===== src/rtl/ssq_pkg.sv =====
package ssq_pkg;

    localparam int SLOT_COUNT_DEF = 16;
    localparam int KEY_WIDTH_DEF  = 32;

    localparam int KEY_FIELD_W  = 32;
    localparam int SLOT_FIELD_W = 5;
    localparam int IN_TDATA_W   = 32;
    localparam int OUT_TDATA_W  = 80;

    localparam logic REQ_INSERT = 1'b0;
    localparam logic REQ_POP    = 1'b1;

    typedef enum logic [3:0] {
        ST_IDLE,
        ST_CLAIM,
        ST_FREE,
        ST_WALK,
        ST_LINK_A,
        ST_LINK_B,
        ST_POP_RD,
        ST_POP_WR,
        ST_POP_HK,
        ST_DONE
    } t_state;

endpackage


===== src/rtl/ssq_link_mem.sv =====
module ssq_link_mem #(
    parameter int SLOT_COUNT = ssq_pkg::SLOT_COUNT_DEF,
    parameter int SW         = $clog2(SLOT_COUNT + 1)
) (
    input  logic          i_clk,
    input  logic          i_rst_n,
    input  logic          i_we,
    input  logic [SW-1:0] i_waddr,
    input  logic [SW-1:0] i_wdata,
    input  logic [SW-1:0] i_raddr,
    output logic [SW-1:0] o_rdata
);

    localparam int IW = $clog2(SLOT_COUNT);

    logic [SW-1:0]         r_mem [SLOT_COUNT];
    logic [SLOT_COUNT-1:0] r_valid;
    logic [SW-1:0]         r_mem_q;
    logic [SW-1:0]         r_init_q;
    logic                  r_valid_q;

    // entries never written read as their reset link, slot i -> i+1
    always_ff @(posedge i_clk) begin
        if (!i_rst_n) begin
            r_valid <= '0;
        end else if (i_we) begin
            r_valid[i_waddr[IW-1:0]] <= 1'b1;
        end
    end

    always_ff @(posedge i_clk) begin
        if (i_we) begin
            r_mem[i_waddr[IW-1:0]] <= i_wdata;
        end
        r_mem_q   <= r_mem[i_raddr[IW-1:0]];
        r_init_q  <= i_raddr + SW'(1);
        r_valid_q <= r_valid[i_raddr[IW-1:0]];
    end

    assign o_rdata = r_valid_q ? r_mem_q : r_init_q;

endmodule


===== src/rtl/sorted_slot_list_queue.sv =====
// Sorted slot list queue: an ascending priority queue over SLOT_COUNT slots.
// Input stream (i_s_*): tuser[0] is the request, 0 insert, 1 pop; tdata holds
// the key. Output stream (o_m_*): one result beat per request.
// Insert claims the free-list head, stores the key and walks the active list
// one entry per cycle to link the slot before the first strictly greater key,
// so equal keys leave in arrival order. Pop unlinks the head and frees it.
// Steps from the accepted request to a valid result beat, which ST_DONE builds:
//   insert: ST_CLAIM, ST_FREE, then ST_WALK over up to SLOT_COUNT - 1 entries
//           (skipped on an empty list), one link-memory read per walk step, then ST_LINK_A, ST_LINK_B
//   insert into a full queue or pop of an empty queue: straight to ST_DONE
//   pop:    ST_POP_RD, ST_POP_WR, ST_POP_HK (skipped when the queue becomes empty)
// One request is in flight at a time; o_s_tready is high only while idle.
// A finished result sits in an output register, so the next request is taken
// while the receiver stalls; a second result then waits until that beat goes.
// Reset (synchronous, active low) empties the queue and chains all slots into
// the free list in slot order.
module sorted_slot_list_queue #(
    parameter int SLOT_COUNT = ssq_pkg::SLOT_COUNT_DEF,
    parameter int KEY_WIDTH  = ssq_pkg::KEY_WIDTH_DEF
) (
    input  logic                             i_clk,
    input  logic                             i_rst_n,
    input  logic                             i_s_tvalid,
    output logic                             o_s_tready,
    // [31:0] key
    input  logic [ssq_pkg::IN_TDATA_W-1:0]   i_s_tdata,
    // [0] req_type
    input  logic                             i_s_tuser,
    output logic                             o_m_tvalid,
    input  logic                             i_m_tready,
    // [0] ok, [5:1] slot, [37:6] popped_key, [42:38] first_slot,
    // [74:43] first_key, [75] is_empty, [76] has_space, [79:77] zero
    output logic [ssq_pkg::OUT_TDATA_W-1:0]  o_m_tdata
);

    localparam int SW = $clog2(SLOT_COUNT + 1);
    localparam int IW = $clog2(SLOT_COUNT);
    localparam logic [SW-1:0] NONE = SW'(SLOT_COUNT);

    ssq_pkg::t_state r_state, n_state;

    logic                 r_req, n_req;
    logic [KEY_WIDTH-1:0] r_key, n_key;
    logic [SW-1:0]        r_idx, n_idx;
    logic [SW-1:0]        r_prev, n_prev;
    logic [SW-1:0]        r_cur, n_cur;
    logic [SW-1:0]        r_act_head, n_act_head;
    logic [SW-1:0]        r_free_head, n_free_head;
    logic [KEY_WIDTH-1:0] r_head_key, n_head_key;
    logic                 r_ok, n_ok;
    logic [SW-1:0]        r_slot, n_slot;
    logic [KEY_WIDTH-1:0] r_pkey, n_pkey;
    logic                 r_out_valid, n_out_valid;
    logic [ssq_pkg::OUT_TDATA_W-1:0] r_out_data, n_out_data;

    logic [KEY_WIDTH-1:0] r_key_mem [SLOT_COUNT];
    logic [KEY_WIDTH-1:0] r_kdata;
    logic                 key_we;
    logic [SW-1:0]        key_raddr;

    logic                 link_we;
    logic [SW-1:0]        link_waddr;
    logic [SW-1:0]        link_wdata;
    logic [SW-1:0]        link_raddr;
    logic [SW-1:0]        link_rdata;

    logic s_accept;
    logic out_free;
    logic key_less;
    logic nxt_valid;
    logic head_valid;
    logic free_valid;

    assign s_accept   = i_s_tvalid && o_s_tready;
    assign out_free   = !r_out_valid || i_m_tready;
    assign key_less   = r_key < r_kdata;
    assign nxt_valid  = link_rdata < NONE;
    assign head_valid = r_act_head < NONE;
    assign free_valid = r_free_head < NONE;

    ssq_link_mem #(
        .SLOT_COUNT (SLOT_COUNT),
        .SW         (SW)
    ) u_link (
        .i_clk   (i_clk),
        .i_rst_n (i_rst_n),
        .i_we    (link_we),
        .i_waddr (link_waddr),
        .i_wdata (link_wdata),
        .i_raddr (link_raddr),
        .o_rdata (link_rdata)
    );

    always_ff @(posedge i_clk) begin
        if (key_we) begin
            r_key_mem[r_free_head[IW-1:0]] <= r_key;
        end
        r_kdata <= r_key_mem[key_raddr[IW-1:0]];
    end

    always_comb begin
        n_state = r_state;
        case (r_state)
            ssq_pkg::ST_IDLE: begin
                if (s_accept) begin
                    if (i_s_tuser == ssq_pkg::REQ_POP) begin
                        n_state = head_valid ? ssq_pkg::ST_POP_RD : ssq_pkg::ST_DONE;
                    end else begin
                        n_state = free_valid ? ssq_pkg::ST_CLAIM : ssq_pkg::ST_DONE;
                    end
                end
            end
            ssq_pkg::ST_CLAIM:  n_state = ssq_pkg::ST_FREE;
            ssq_pkg::ST_FREE: begin
                n_state = (r_cur < NONE) ? ssq_pkg::ST_WALK : ssq_pkg::ST_LINK_A;
            end
            ssq_pkg::ST_WALK: begin
                if (key_less || !nxt_valid) begin
                    n_state = ssq_pkg::ST_LINK_A;
                end
            end
            ssq_pkg::ST_LINK_A: n_state = ssq_pkg::ST_LINK_B;
            ssq_pkg::ST_LINK_B: n_state = ssq_pkg::ST_DONE;
            ssq_pkg::ST_POP_RD: n_state = ssq_pkg::ST_POP_WR;
            ssq_pkg::ST_POP_WR: begin
                n_state = nxt_valid ? ssq_pkg::ST_POP_HK : ssq_pkg::ST_DONE;
            end
            ssq_pkg::ST_POP_HK: n_state = ssq_pkg::ST_DONE;
            ssq_pkg::ST_DONE: begin
                if (out_free) begin
                    n_state = ssq_pkg::ST_IDLE;
                end
            end
            default: n_state = ssq_pkg::ST_IDLE;
        endcase
    end

    always_comb begin
        n_req       = r_req;
        n_key       = r_key;
        n_idx       = r_idx;
        n_prev      = r_prev;
        n_cur       = r_cur;
        n_act_head  = r_act_head;
        n_free_head = r_free_head;
        n_head_key  = r_head_key;
        n_ok        = r_ok;
        n_slot      = r_slot;
        n_pkey      = r_pkey;
        n_out_valid = r_out_valid && !i_m_tready;
        n_out_data  = r_out_data;
        key_we      = 1'b0;
        key_raddr   = r_cur;
        link_we     = 1'b0;
        link_waddr  = r_idx;
        link_wdata  = r_cur;
        link_raddr  = r_cur;
        o_s_tready  = 1'b0;

        case (r_state)
            ssq_pkg::ST_IDLE: begin
                o_s_tready = 1'b1;
                if (s_accept) begin
                    n_req  = i_s_tuser;
                    n_key  = KEY_WIDTH'(i_s_tdata);
                    n_ok   = 1'b0;
                    n_slot = NONE;
                    n_pkey = '0;
                end
            end
            ssq_pkg::ST_CLAIM: begin
                key_we     = 1'b1;
                link_raddr = r_free_head;
                n_idx      = r_free_head;
                n_prev     = NONE;
                n_cur      = r_act_head;
            end
            ssq_pkg::ST_FREE: begin
                n_free_head = link_rdata;
                link_raddr  = r_cur;
                key_raddr   = r_cur;
            end
            ssq_pkg::ST_WALK: begin
                if (!key_less) begin
                    n_prev     = r_cur;
                    n_cur      = link_rdata;
                    link_raddr = link_rdata;
                    key_raddr  = link_rdata;
                end
            end
            ssq_pkg::ST_LINK_A: begin
                if (r_prev < NONE) begin
                    link_we    = 1'b1;
                    link_waddr = r_prev;
                    link_wdata = r_idx;
                end else begin
                    n_act_head = r_idx;
                    n_head_key = r_key;
                end
            end
            ssq_pkg::ST_LINK_B: begin
                link_we    = 1'b1;
                link_waddr = r_idx;
                link_wdata = r_cur;
                n_ok       = 1'b1;
                n_slot     = r_idx;
            end
            ssq_pkg::ST_POP_RD: begin
                link_raddr = r_act_head;
                key_raddr  = r_act_head;
                n_idx      = r_act_head;
            end
            ssq_pkg::ST_POP_WR: begin
                n_act_head  = link_rdata;
                link_we     = 1'b1;
                link_waddr  = r_idx;
                link_wdata  = r_free_head;
                n_free_head = r_idx;
                n_pkey      = r_kdata;
                n_ok        = 1'b1;
                n_slot      = r_idx;
                key_raddr   = link_rdata;
            end
            ssq_pkg::ST_POP_HK: begin
                n_head_key = r_kdata;
            end
            ssq_pkg::ST_DONE: begin
                if (out_free) begin
                    n_out_valid = 1'b1;
                    n_out_data  = {
                        3'b000,
                        free_valid,
                        !head_valid,
                        head_valid ? ssq_pkg::KEY_FIELD_W'(r_head_key)
                                   : ssq_pkg::KEY_FIELD_W'(0),
                        ssq_pkg::SLOT_FIELD_W'(r_act_head),
                        ssq_pkg::KEY_FIELD_W'(r_pkey),
                        ssq_pkg::SLOT_FIELD_W'(r_slot),
                        r_ok
                    };
                end
            end
            default: begin
                o_s_tready = 1'b0;
            end
        endcase
    end

    always_ff @(posedge i_clk) begin
        if (!i_rst_n) begin
            r_state     <= ssq_pkg::ST_IDLE;
            r_act_head  <= NONE;
            r_free_head <= '0;
            r_out_valid <= 1'b0;
        end else begin
            r_state     <= n_state;
            r_act_head  <= n_act_head;
            r_free_head <= n_free_head;
            r_out_valid <= n_out_valid;
        end
    end

    always_ff @(posedge i_clk) begin
        r_req      <= n_req;
        r_key      <= n_key;
        r_idx      <= n_idx;
        r_prev     <= n_prev;
        r_cur      <= n_cur;
        r_head_key <= n_head_key;
        r_ok       <= n_ok;
        r_slot     <= n_slot;
        r_pkey     <= n_pkey;
        r_out_data <= n_out_data;
    end

    assign o_m_tvalid = r_out_valid;
    assign o_m_tdata  = r_out_data;

    // the active and free list heads are never the same slot
    a_heads_differ: assert property (@(posedge i_clk) disable iff (!i_rst_n)
        (r_act_head < NONE) && (r_free_head < NONE) |-> r_act_head != r_free_head)
        else $error("active and free list share a head slot");

    // the walk only visits linked entries
    a_walk_valid: assert property (@(posedge i_clk) disable iff (!i_rst_n)
        r_state == ssq_pkg::ST_WALK |-> r_cur < NONE)
        else $error("walk on an empty link");

    // after a link-in the list holds an entry
    a_link_nonempty: assert property (@(posedge i_clk) disable iff (!i_rst_n)
        r_state == ssq_pkg::ST_LINK_B |=> r_act_head < NONE)
        else $error("list empty after insert");

    // a pop result is only built from a pop request
    a_pop_req: assert property (@(posedge i_clk) disable iff (!i_rst_n)
        r_state == ssq_pkg::ST_POP_WR |-> r_req == ssq_pkg::REQ_POP)
        else $error("pop path entered on insert");

endmodule


===== config.mk =====
export PLATFORM = sky130hd
export DESIGN_NAME = sorted_slot_list_queue
export DESIGN_NICKNAME = d
export VERILOG_FILES = /design/src/rtl/ssq_pkg.sv /design/src/rtl/ssq_link_mem.sv /design/src/rtl/sorted_slot_list_queue.sv
export SDC_FILE = /design/constraint.sdc
export NUM_CORES = 1
export LEC_CHECK = 0
export ABC_AREA = 1
export BUFFER_PORTS_ARGS = -buffer_cell sky130_fd_sc_hd__buf_4
export CORE_MARGIN = 1.5
export CORE_UTILIZATION = 56
export DETAILED_ROUTE_END_ITERATION = 16
export GPL_TIMING_DRIVEN = 0
export PLACE_DENSITY = 0.77
export RECOVER_POWER = 50
export SYNTH_ARGS = -nofsm -noshare
export SYNTH_HDL_FRONTEND = slang
export SYNTH_HIERARCHICAL = 1
export SYNTH_SLANG_ARGS = --single-unit

===== constraint.sdc =====
create_clock -name i_clk -period 5.7 [get_ports i_clk]
set_input_delay 1.14 -clock i_clk [delete_from_list [all_inputs] [get_ports i_clk]]
set_output_delay 1.14 -clock i_clk [all_outputs]
set_load 0.05 [all_outputs]

# Word-level counts from Yosys, hierarchy flattened
# Memories as Yosys holds them, arrays and structs flattened. A register that Yosys moved wholly into a read port is not among the register bits.
# Cells that the tools add are included.
[word_totals]
ff_bits = 231
ram_bits = 592
n_memories = 2
out_inout_bits = 82
[memory_table]
columns = ["memory", "words", "word_bits", "read_ports", "rd_ports_with_merged_regs", "write_ports", "line", "rtl"]
rows = [
  ["r_key_mem", 16, 32, 1, 1, 1, "sorted_slot_list_queue.sv:56", "logic [KEY_WIDTH-1:0] r_key_mem [SLOT_COUNT];"],
  ["u_link.r_mem", 16, 5, 1, 1, 1, "ssq_link_mem.sv:16", "logic [SW-1:0] r_mem [SLOT_COUNT];"],
]
[op_classes]
addsub = 1
magnitude_cmp = 9
reduce_logical = 27
eq_ne = 14
n_mux = 46
bitwise_logic = 1
[op_table]
columns = ["operator", "n"]
rows = [
  ["case mux 32 bit (2 select lines)", 2],
  ["case mux 5 bit (2 select lines)", 7],
  ["2-to-1 mux 32 bit", 2],
  ["case mux 4 bit (9 select lines)", 1],
  ["less-than comparator 32 bit", 1],
  ["2-to-1 mux 4 bit", 8],
  ["2-to-1 mux 5 bit", 6],
  ["less-than comparator 5 bit (second input constant)", 5],
  ["equality test 4 x 3 -> 1 bit (second input constant)", 4],
  ["OR 16 bit", 1],
  ["case mux 5 bit (3 select lines)", 1],
  ["AND reduction 2 bit", 7],
  ["nonzero test 2 bit", 7],
  ["2-to-1 mux 1 bit", 13],
  ["case mux 4 bit (3 select lines)", 1],
  ["less-than comparator 4 x 5 -> 1 bit (second input constant)", 2],
  ["!= test 2 bit (second input constant)", 5],
  ["equality test 4 x 2 -> 1 bit (second input constant)", 2],
  ["equality test 4 bit (second input constant)", 2],
  ["adder 5 x 1 -> 5 bit (second input constant)", 1],
  ["binary-select mux 1 bit (select 4 bit)", 1],
  ["demux 1 bit (select 4 bit)", 1],
  ["equality test 4 x 1 -> 1 bit (second input constant)", 1],
  ["greater-or-equal comparator 4 x 1 -> 1 bit (second input constant)", 1],
  ["other kinds (8)", 16],
]

# Depth between registers and ports, before layout
[depth]
word_depth = 8
ltp_mapped = 26

# By module
# The synthesis kept the hierarchy.
[modules_own_cells]
columns = ["module", "instances", "cells_per_inst", "area_per_inst_um2"]
rows = [
  ["sorted_slot_list_queue", 1, 2509, 30237.8],
  ["ssq_link_mem", 1, 505, 4650.7],
]

# Least setup slack after synthesis
# OpenSTA, ideal clock, no wires.
[synth_timing]
kind = "input -> register"
start = "input i_m_tready"
end = "register r_out_data, in the netlist o_m_tdata[0], enable pin"
setup_ns = 0.536
arrival_ns = 4.885
required_ns = 5.164
cell_stages = 2
path_slack_ns = 0.279
cell_sequence = "inv_1 > a21oi_1"
[synth_between]
elab_chain_cells = 2
[synth_lines]
columns = ["element", "line", "rtl"]
rows = [
  ["start: declaration", "sorted_slot_list_queue.sv:30", "input logic i_m_tready,"],
  ["logical OR 1 bit", "sorted_slot_list_queue.sv:75", "assign out_free = !r_out_valid || i_m_tready;"],
  ["AND reduction 2 bit (no line)", "n/a", ""],
  ["end signal: assignment", "sorted_slot_list_queue.sv:273", "r_out_data <= n_out_data;"],
  ["end: declaration", "sorted_slot_list_queue.sv:54", "logic [ssq_pkg::OUT_TDATA_W-1:0] r_out_data, n_out_data;"],
]
# Every way passes these cells.
# A chain may end at the register's enable or synchronous reset.

# Final worst setup path
[layout_timing]
start = "register r_key[3]"
end = "register r_kdata[31] (read register of r_key_mem)"
[layout_between]
elab_chain_cells = 3
[layout_lines]
columns = ["element", "line", "rtl"]
rows = [
  ["start: declaration", "sorted_slot_list_queue.sv:43", "logic [KEY_WIDTH-1:0] r_key, n_key;"],
  ["start signal: assignment", "sorted_slot_list_queue.sv:265", "r_key <= n_key;"],
  ["less-than comparator 32 bit", "sorted_slot_list_queue.sv:76", "assign key_less = r_key < r_kdata;"],
  ["2-to-1 mux 5 bit", "n/a", ""],
  ["case mux 4 bit (3 select lines)", "sorted_slot_list_queue.sv:160", "case (r_state)"],
  ["end: declaration", "sorted_slot_list_queue.sv:57", "logic [KEY_WIDTH-1:0] r_kdata;"],
]
# Every way passes these cells.

==> flow_metrics.env <==
export IMPL_rows=91
export IMPL_r2r_cells=21
export IMPL_violations="max-capacitance violations, max-slew violations"
export IMPL_fin_util_pct=65.0
export IMPL_irDropWorstVdd_uv=378
export IMPL_hold_depth=0
export IMPL_arrival_ns=4.63
export IMPL_synthCells=3013
export IMPL_finalNetCount=3301
export IMPL_cts_sinks=859
export IMPL_slew_viol_final=89
export IMPL_post_route_period_util_pct=72.7
export IMPL_p_leak_nw=15.4
export IMPL_grtUsageTotal_pct=27.2
export IMPL_layout_commonest_cell="edfxtp_1"
export IMPL_io_pins=119
export IMPL_grt_max_degree=35
export IMPL_wire_per_inst_um=21.1
export IMPL_cts_tree="yes"
export IMPL_numPortBuffers=115
export IMPL_coreArea_um2=61600
export IMPL_synth_area_per_cell_um2=11.6
export IMPL_min_from="r_pkey[10]"
export IMPL_die_area_um2=63800
export IMPL_yosys_warnings=6
export IMPL_min_to="o_m_tdata[16]"
export IMPL_numCtsBuffers=85
export IMPL_layout_common_cells="edfxtp_1 (785), nand3_1 (714), nand2_1 (707)"
export IMPL_drt_iter0_drc=2965
export IMPL_power_total_mw=21.1
export IMPL_grt_pass1_vias=23148
export IMPL_drc=0
export IMPL_dp_hpwl_um=59900
export IMPL_hold_slack_ns=0.413
export IMPL_hold_viol=0
export IMPL_clock_skew_ns=0.0295
export IMPL_cts_buffer_depth=3
export IMPL_gp_congestion=0.937
export IMPL_post_cts_setup_buffers=0
export IMPL_num_vias=24083
export IMPL_status="complete, but fails checks"
export IMPL_cts_root_buf="clkbuf_16"
export IMPL_crit_type="reg -> reg"
export IMPL_r2r_slack_ns=1.55
export IMPL_grt_first_pass_wirelength_um=131000
export IMPL_dpl_cell_count=3982
export IMPL_relSlewSlack_pct=-16.5
export IMPL_wirelength_um=87400
export IMPL_clk_pin_slew_ns=0.06
export IMPL_tightest_slew_ns=1.75
export IMPL_cp_max_fo=18
export IMPL_ctsResizeCount=0
export IMPL_antenna_found_initial=0
export IMPL_ant_nets=0
export IMPL_cp_start_kind="flop"
export IMPL_syn_to_final_growth_pct=14.7
export IMPL_worst_r2r_endpoint="r_kdata[31]"
export IMPL_setup_viol=0
export IMPL_rsz0062_at_grt="no"
export IMPL_vias_per_cell=5.81
export IMPL_fin_crit_ns=4.15
export IMPL_h_tree_depth=3
export IMPL_fp_dieW_um=253
export IMPL_initial_core_util_pct=56.6
export IMPL_drive_above_1_share_pct=12.3
export IMPL_drv_cap=3
export IMPL_hp_class="reg -> reg"
export IMPL_r2r_start="r_key[3]"
export IMPL_crit_required_ns=6.19
export IMPL_setup_tns_ns=0
export IMPL_hold_buffers=0
export IMPL_final_cells=4143
export IMPL_die_y_um=253
export IMPL_end_kind="flop"
export IMPL_clk_latency_ns=0.65
export IMPL_timing_fmax_mhz=241
export IMPL_p_per_area_nw_per_um2=526
export IMPL_first_pass_iters=6
export IMPL_grt_overflow=0
export IMPL_syn_area_um2=34900
-- sequential cells by signal (all words and copies together) (netlist names), 16 cells and up --
name and flops:
r_key 32, r_key_mem 512, r_head_key 32, r_pkey 32, o_m_tdata 76, u_link/r_valid 16, r_kdata 32, u_link/r_mem 80
-- power by group --
part           leakage [nW]  internal [mW]  switching [mW]  total (mW)
clock network          1.39           3.27            2.39        5.67
registers              7.73           8.08           0.629        8.71
logic                  6.29           1.86            4.82        6.67
-- through the flow --
stage                     instance area [µm²]  setup WS (ns)
after floorplan                         34900          0.279
after global placement                  36800         -0.728
after detailed placement                37300           1.68
after CTS                               40100           1.64
after global routing                    40000           1.35
final                                   40000           1.55
-- worst max-delay path, cell delays in order, from the launching register on --
cell	delay (ns)
edfxtp_1	0.91
ha_1	0.38
a21oi_1	0.14
nand2_1	0.10
nand2_1	0.07
nand2_1	0.05
nand2_1	0.05
nand2_1	0.09
nand2_1	0.09
nand2_2	0.14
nand2_2	0.13
nand2_1	0.06
nand2_1	0.12
nand3b_2	0.16
inv_2	0.09
buf_2	0.28
buf_2	0.46
nand3_1	0.24
nand3_1	0.14
nand2_1	0.07
nand2_1	0.07
nand2_1	0.12
-- per-layer routing --
metal	GRT usage [%]	vias up	share of wire, %
met3	6.19	149	12
met2	42.3	1472	46
met4	9.68	0	2.5
li1	-	10913	-
met1	38.0	11549	39
met5	0	-	0
-- how the worst max path moves through the flow --
stage / slack [ns] / startpoint / cells past startpoint / to
3_5_place_dp: 1.68 / r_key[3] / 23 / r_kdata[26]
4_1_cts: 1.64 / r_key[3] / 21 / r_kdata[26]
3_3_place_gp: -0.73 / i_m_tready / 3 / o_m_tdata[15]
2_1_floorplan: 0.28 / i_m_tready / 2 / o_m_tdata[0]
6_report: 1.55 / r_key[3] / 21 / r_kdata[31]
5_1_grt: 1.35 / r_key[3] / 23 / r_kdata[26]
-- cell type report --
class                   instances  area, µm²
diodes                          2       5.00
plain buffers                 170        843
multi-input cells            1747       8220
inverters                     239        897
fillers                      4352      21600
well taps                     837       1050
repair buffers                130       1110
clock buffers                  99       2220
flip-flops and latches        859      25100
clock inverters                60        623
No activity file was read; power rests on OpenSTA's default activity.
